--- src/hdl/textured_wall_column_renderer_defines.svh ---
// Assertion macros for the textured wall column renderer.
// Used by the top level only; expects clk_i and rst_ni in scope.
`ifndef TEXTURED_WALL_COLUMN_RENDERER_DEFINES_SVH
`define TEXTURED_WALL_COLUMN_RENDERER_DEFINES_SVH

// Plain property, checked outside reset
`define TWCR_ASSERT(name, prop, msg) \
  name: assert property (@(posedge clk_i) disable iff (!rst_ni) prop) else $error(msg);

// Implication into the next cycle, checked outside reset
`define TWCR_ASSERT_NEXT(name, ante, cons, msg) \
  name: assert property (@(posedge clk_i) disable iff (!rst_ni) (ante) |=> (cons)) \
    else $error(msg);

`endif

--- src/hdl/twcr_pkg.sv ---
// Shared constants and types for the textured wall column renderer.
// No dependencies.
`default_nettype none

package twcr_pkg;

  // Screen and texture geometry
  localparam int unsigned SCREEN_ROWS  = 64;
  localparam int unsigned HALF_ROWS    = SCREEN_ROWS / 2;
  localparam int unsigned ROW_W        = 6;
  localparam int unsigned COL_W        = 7;
  localparam int unsigned TEX_COL_W    = 6;
  localparam int unsigned TEX_ROW_W    = 6;
  localparam int unsigned TILE_W       = 3;
  localparam int unsigned STORE_DEPTH  = 32768;
  localparam int unsigned ADDR_W       = 15;
  localparam int unsigned COLOR_W      = 32;
  localparam logic [COLOR_W-1:0] SHADE_MASK = 32'h007F_7F7F;

  // Slice numerator: rows * 256
  localparam int unsigned SLICE_NUM    = SCREEN_ROWS * 256;
  // Per-row step of the scaled row numerator (2 rows * 32)
  localparam int unsigned ROW_STEP     = 64;

  // Divider sizing
  localparam int unsigned DIV_W        = 23;
  localparam int unsigned DSR_W        = 16;
  localparam int unsigned DIV_CNT_W    = 5;

  // Command codes (tuser)
  localparam logic CMD_LOAD   = 1'b0;
  localparam logic CMD_RENDER = 1'b1;

  typedef struct packed {
    logic [DIV_W-1:0] dividend;
    logic [DSR_W-1:0] divisor;
  } div_req_t;

  typedef struct packed {
    logic             done;
    logic [DIV_W-1:0] quot;
    logic [DSR_W-1:0] rem;
  } div_rsp_t;

endpackage

`default_nettype wire

--- src/hdl/twcr_div.sv ---
// Iterative restoring divider, one quotient bit per cycle.
// Depends on twcr_pkg.
`default_nettype none

module twcr_div
  import twcr_pkg::*;
(
  input  wire logic     clk_i,
  input  wire logic     rst_ni,
  input  wire logic     start_i,
  input  wire div_req_t req_i,
  output div_rsp_t      rsp_o
);

  logic                 busy_q, busy_d;
  logic [DIV_CNT_W-1:0] cnt_q, cnt_d;
  logic [DIV_W-1:0]     dvd_q, dvd_d;
  logic [DSR_W-1:0]     dsr_q, dsr_d;
  logic [DSR_W-1:0]     rem_q, rem_d;
  logic                 done_q, done_d;
  logic [DSR_W:0]       trial;
  logic                 fits;

  // Start loads the operands; otherwise one restoring step while busy
  always_comb begin
    trial  = {rem_q, dvd_q[DIV_W-1]};
    fits   = trial >= {1'b0, dsr_q};
    busy_d = busy_q;
    cnt_d  = cnt_q;
    dvd_d  = dvd_q;
    dsr_d  = dsr_q;
    rem_d  = rem_q;
    done_d = 1'b0;
    if (start_i) begin
      busy_d = 1'b1;
      cnt_d  = '0;
      dvd_d  = req_i.dividend;
      dsr_d  = req_i.divisor;
      rem_d  = '0;
    end else if (busy_q) begin
      rem_d = fits ? DSR_W'(trial - {1'b0, dsr_q}) : trial[DSR_W-1:0];
      dvd_d = {dvd_q[DIV_W-2:0], fits};
      cnt_d = cnt_q + 1'b1;
      if (cnt_q == DIV_CNT_W'(DIV_W - 1)) begin
        busy_d = 1'b0;
        done_d = 1'b1;
      end
    end
  end

  // Control state
  always_ff @(posedge clk_i or negedge rst_ni) begin
    if (!rst_ni) begin
      busy_q <= 1'b0;
      done_q <= 1'b0;
      cnt_q  <= '0;
    end else begin
      busy_q <= busy_d;
      done_q <= done_d;
      cnt_q  <= cnt_d;
    end
  end

  // Datapath
  always_ff @(posedge clk_i) begin
    dvd_q <= dvd_d;
    dsr_q <= dsr_d;
    rem_q <= rem_d;
  end

  assign rsp_o.done = done_q;
  assign rsp_o.quot = dvd_q;
  assign rsp_o.rem  = rem_q;

endmodule

`default_nettype wire
--- config.mk ---
export PLATFORM = sky130hd
export DESIGN_NAME = twcr_div
export DESIGN_NICKNAME = d
export VERILOG_FILES = /design/src/hdl/textured_wall_column_renderer_defines.svh /design/src/hdl/twcr_pkg.sv /design/src/hdl/twcr_div.sv
export SDC_FILE = /design/constraint.sdc
export NUM_CORES = 1
export LEC_CHECK = 0
export BUFFER_PORTS_ARGS = -buffer_cell sky130_fd_sc_hd__buf_2
export CORE_UTILIZATION = 42
export CTS_CLUSTER_DIAMETER = 150
export DETAILED_ROUTE_END_ITERATION = 8
export PLACE_DENSITY = 0.68
export SYNTH_ARGS = -nofsm -noshare
export SYNTH_HDL_FRONTEND = slang
export SYNTH_SLANG_ARGS = --single-unit
--- constraint.sdc ---
create_clock -name clk_i -period 3.4 [get_ports clk_i]
set_input_delay 0.51 -clock clk_i [delete_from_list [all_inputs] [get_ports clk_i]]
set_output_delay 0.51 -clock clk_i [all_outputs]
set_load 0.01 [all_outputs]
==> flow_summary_export.csv <==
group,metric,value,unit
sta,finalMaxSlewViolations,0,
yosys,synth_cell_type_count,51,
drt,route.detailed.drc,0,
power,powerDensity,438,nW/um^2
die,chipHeight,91.6,um
global_routing,grt_max_degree,27,
yosys,synth_area,3370,um^2
cts,clk_latency,0.35,ns
global_routing,grt_pass1_vias,2510,
yosys,post_synth.cell_area_avg,11.0,um^2
final_layout,nets,454,
drt,routed_wl,7510,um
placed_design,placed_cell_area,3880,um^2
run,cap_violations,0,
global_routing,overflow,0,
global_routing,grt_pass1_wl,12200,um
die,die_w,91.6,um
die,ios,82,
placed_design,portBuffers,81,
sta,tns,0,ns
yosys,synth_edf_count,39,
worst_setup_path,slowest_delay,0.46,ns
drt,wl_per_cell,15.0,um
sta,timing.slew.headroom,57.2,%
yosys,synthFlopType,"edfxtp_1",
power,max-vdd-ir-drop,0.000281,V
final_layout,final_common_cell,"buf_2",
sta,clock_skew,0.0144,ns
final_layout,areaGrowthSynthToFinish,21.5,%
die,start_util,43.6,%
cts,clock_sinks,62,
global_routing,grt.total_usage,18.7,%
cts,post-cts-setup-buffers,0,
final_layout,n_antenna_cell,0,
sta,fin_crit,2.66,ns
die,row_count,32,
worst_setup_path,critPathLaunchType,"flip-flop",
sta,rsz0062_at_grt,"no",
die,coreArea,7730,um^2
sta,holdWs,0.330,ns
power,leakagePower,1.82,nW
final_layout,stdcell_area,4090,um^2
outcome,status,"complete, no violations",
placed_design,dpl.hpwl,5460,um
worst_setup_path,path_max_fanout,15,
yosys,ys_seq_area_share,49.5,%
worst_setup_path,worstSetupEndpoint,"rem_q[2]",
die,die-area,8380,um^2
cts,numCtsBuffers,9,
yosys,synth-seq-cells,62,
worst_setup_path,cp-end-kind,"flip-flop",
sta,finalSetupViolCount,0,
yosys,synth_fp_nets,368,
global_routing,antenna_found_initial,0,
drt,routed-via-count,2612,
final_layout,final_util,53.0,%
drt,dr.pass1.iters,4,
cts,cts_tree,"built",
yosys,async_reset_ff_share,11.3,%
sta,tightestPinTransition,0.641,ns
worst_setup_path,timing.rr.start,"dsr_q[1]",
worst_setup_path,cp_data_arrival_time,2.89,ns
worst_setup_path,path_cells,"inv_1 > ha_1 > nor2b_1 > o31a_2 > o21ai_1 > a211o_1 > a32oi_4 > buf_4 > mux2i_1 > a211oi_1",
sta,max_freq,0.376,GHz
cts,h-tree-depth,3,
final_layout,drive_above_1_share,33.2,%
drt,drt_first_iter_violations,147,
worst_setup_path,r2r_slack,0.74,ns
worst_hold_path,worstHoldStart,"req_i[7]",
worst_setup_path,rr_worst_depth,10,
placed_design,gp_congestion,0.896,
cts,cts.clk_slew.worst_paths,0.08,ns
worst_setup_path,cp_data_required_time,3.62,ns
worst_setup_path,critPathLaunch,"dsr_q[1]",
sta,period_share,78.3,%
worst_setup_path,r2r_end,"rem_q[2]",
worst_hold_path,hold_path.class,"input port to flip-flop",
cts,clock-root-buffer,"clkbuf_8",
worst_setup_path,crit_slowest_cell,"a32oi_4",
cts,clockBufferDepth,2,
worst_setup_path,path_class,"flip-flop to flip-flop",
yosys,ys_warn_count,0,
final_layout,layout_common_cells,"buf_2, edfxtp_1, nand2_1",
yosys,netlist_instances,307,
drt,antenna_left,0,
drt,vias_per_cell,5.22,
sta,hold_viol_final,0,
metrics by stage:
| step | power (mW) | std cells | worst slack, ns |
|---|---|---|---|
| after floorplan | 1.04 | 307 | 1.11 |
| after global placement | 1.13 | 483 | 0.851 |
| after detailed placement | 1.13 | 483 | 0.769 |
| after CTS | 1.81 | 500 | 0.762 |
| after global routing | 1.87 | 500 | 0.562 |
| final | 1.79 | 500 | 0.737 |
worst min path at each step:
stage	endpoint	slack, ns	cells past startpoint
floorplan	busy_q	0.21	0
global placement	cnt_q[1]	0.35	1
detailed placement	cnt_q[1]	0.36	1
CTS	dsr_q[15]	0.31	1
global route	dsr_q[7]	0.31	1
finish	dsr_q[7]	0.33	1
cell families after synthesis:
family,share of synthesized area (%)
simple gates,10.4
compound gates,13.3
flops,49.5
buf+inv,4.64
mux,11.0
fa+ha+maj,7.28
xor+xnor,3.90
worst max-delay path, delay by kind of cell (launching register included):
family | cells | cell delay (ns)
AOI/OAI and AO/OA | 5 | 1.15
adders and majority gates | 1 | 0.28
buffers and inverters | 2 | 0.36
DFF | 1 | 0.38
muxes | 1 | 0.20
and+or+nand+nor | 1 | 0.19
routing by layer:
metal	up-vias	wire length [um]	GRT usage, %
met5	-	0	0
met4	0	74	6.08
met3	9	540	6.78
met2	83	3570	29.6
met1	1238	3320	23.6
li1	1282	-	-
cells in the mapped netlist (7+ instances only):
master / n / area share [%]
a21oi_1: 12 / 1.8
mux2_2: 24 / 8.0
dfxtp_1: 16 / 9.5
inv_1: 24 / 2.7
o21ai_0: 17 / 2.5
ha_1: 18 / 6.7
edfxtp_1: 39 / 35
dfrtp_1: 7 / 5.2
nand2_1: 28 / 3.1
nor2_1: 24 / 2.7
xor2_1: 7 / 1.8
xnor2_1: 8 / 2.1
mux2i_1: 10 / 3.0
layout make-up:
| class | instances | area (um^2) |
|---|---|---|
| Fill cell | 719 | 3630 |
| Sequential cell | 62 | 1670 |
| Multi-Input combinational cell | 208 | 1550 |
| Timing Repair Buffer | 88 | 460 |
| Tap cell | 102 | 128 |
| Clock buffer | 9 | 124 |
| Inverter | 24 | 90.1 |
| Clock inverter | 7 | 78.8 |
timing repair:
item	in CTS	in global routing
gates resized for setup	0	0
hold endpoints to repair	7	0
hold buffers	1	0
report_power, final:
group	internal [mW]	switching (mW)
clock network	0.347	0.327
logic	0.114	0.125
registers	0.855	0.0256
flip-flops by register name, indices dropped and copies added, names as in the netlist:
name	count
dsr_q	16
cnt_q	5
rem_q	16
busy_q	1
dvd_q	23
done_q	1
Note: power is estimated with default switching activity, not from simulation.
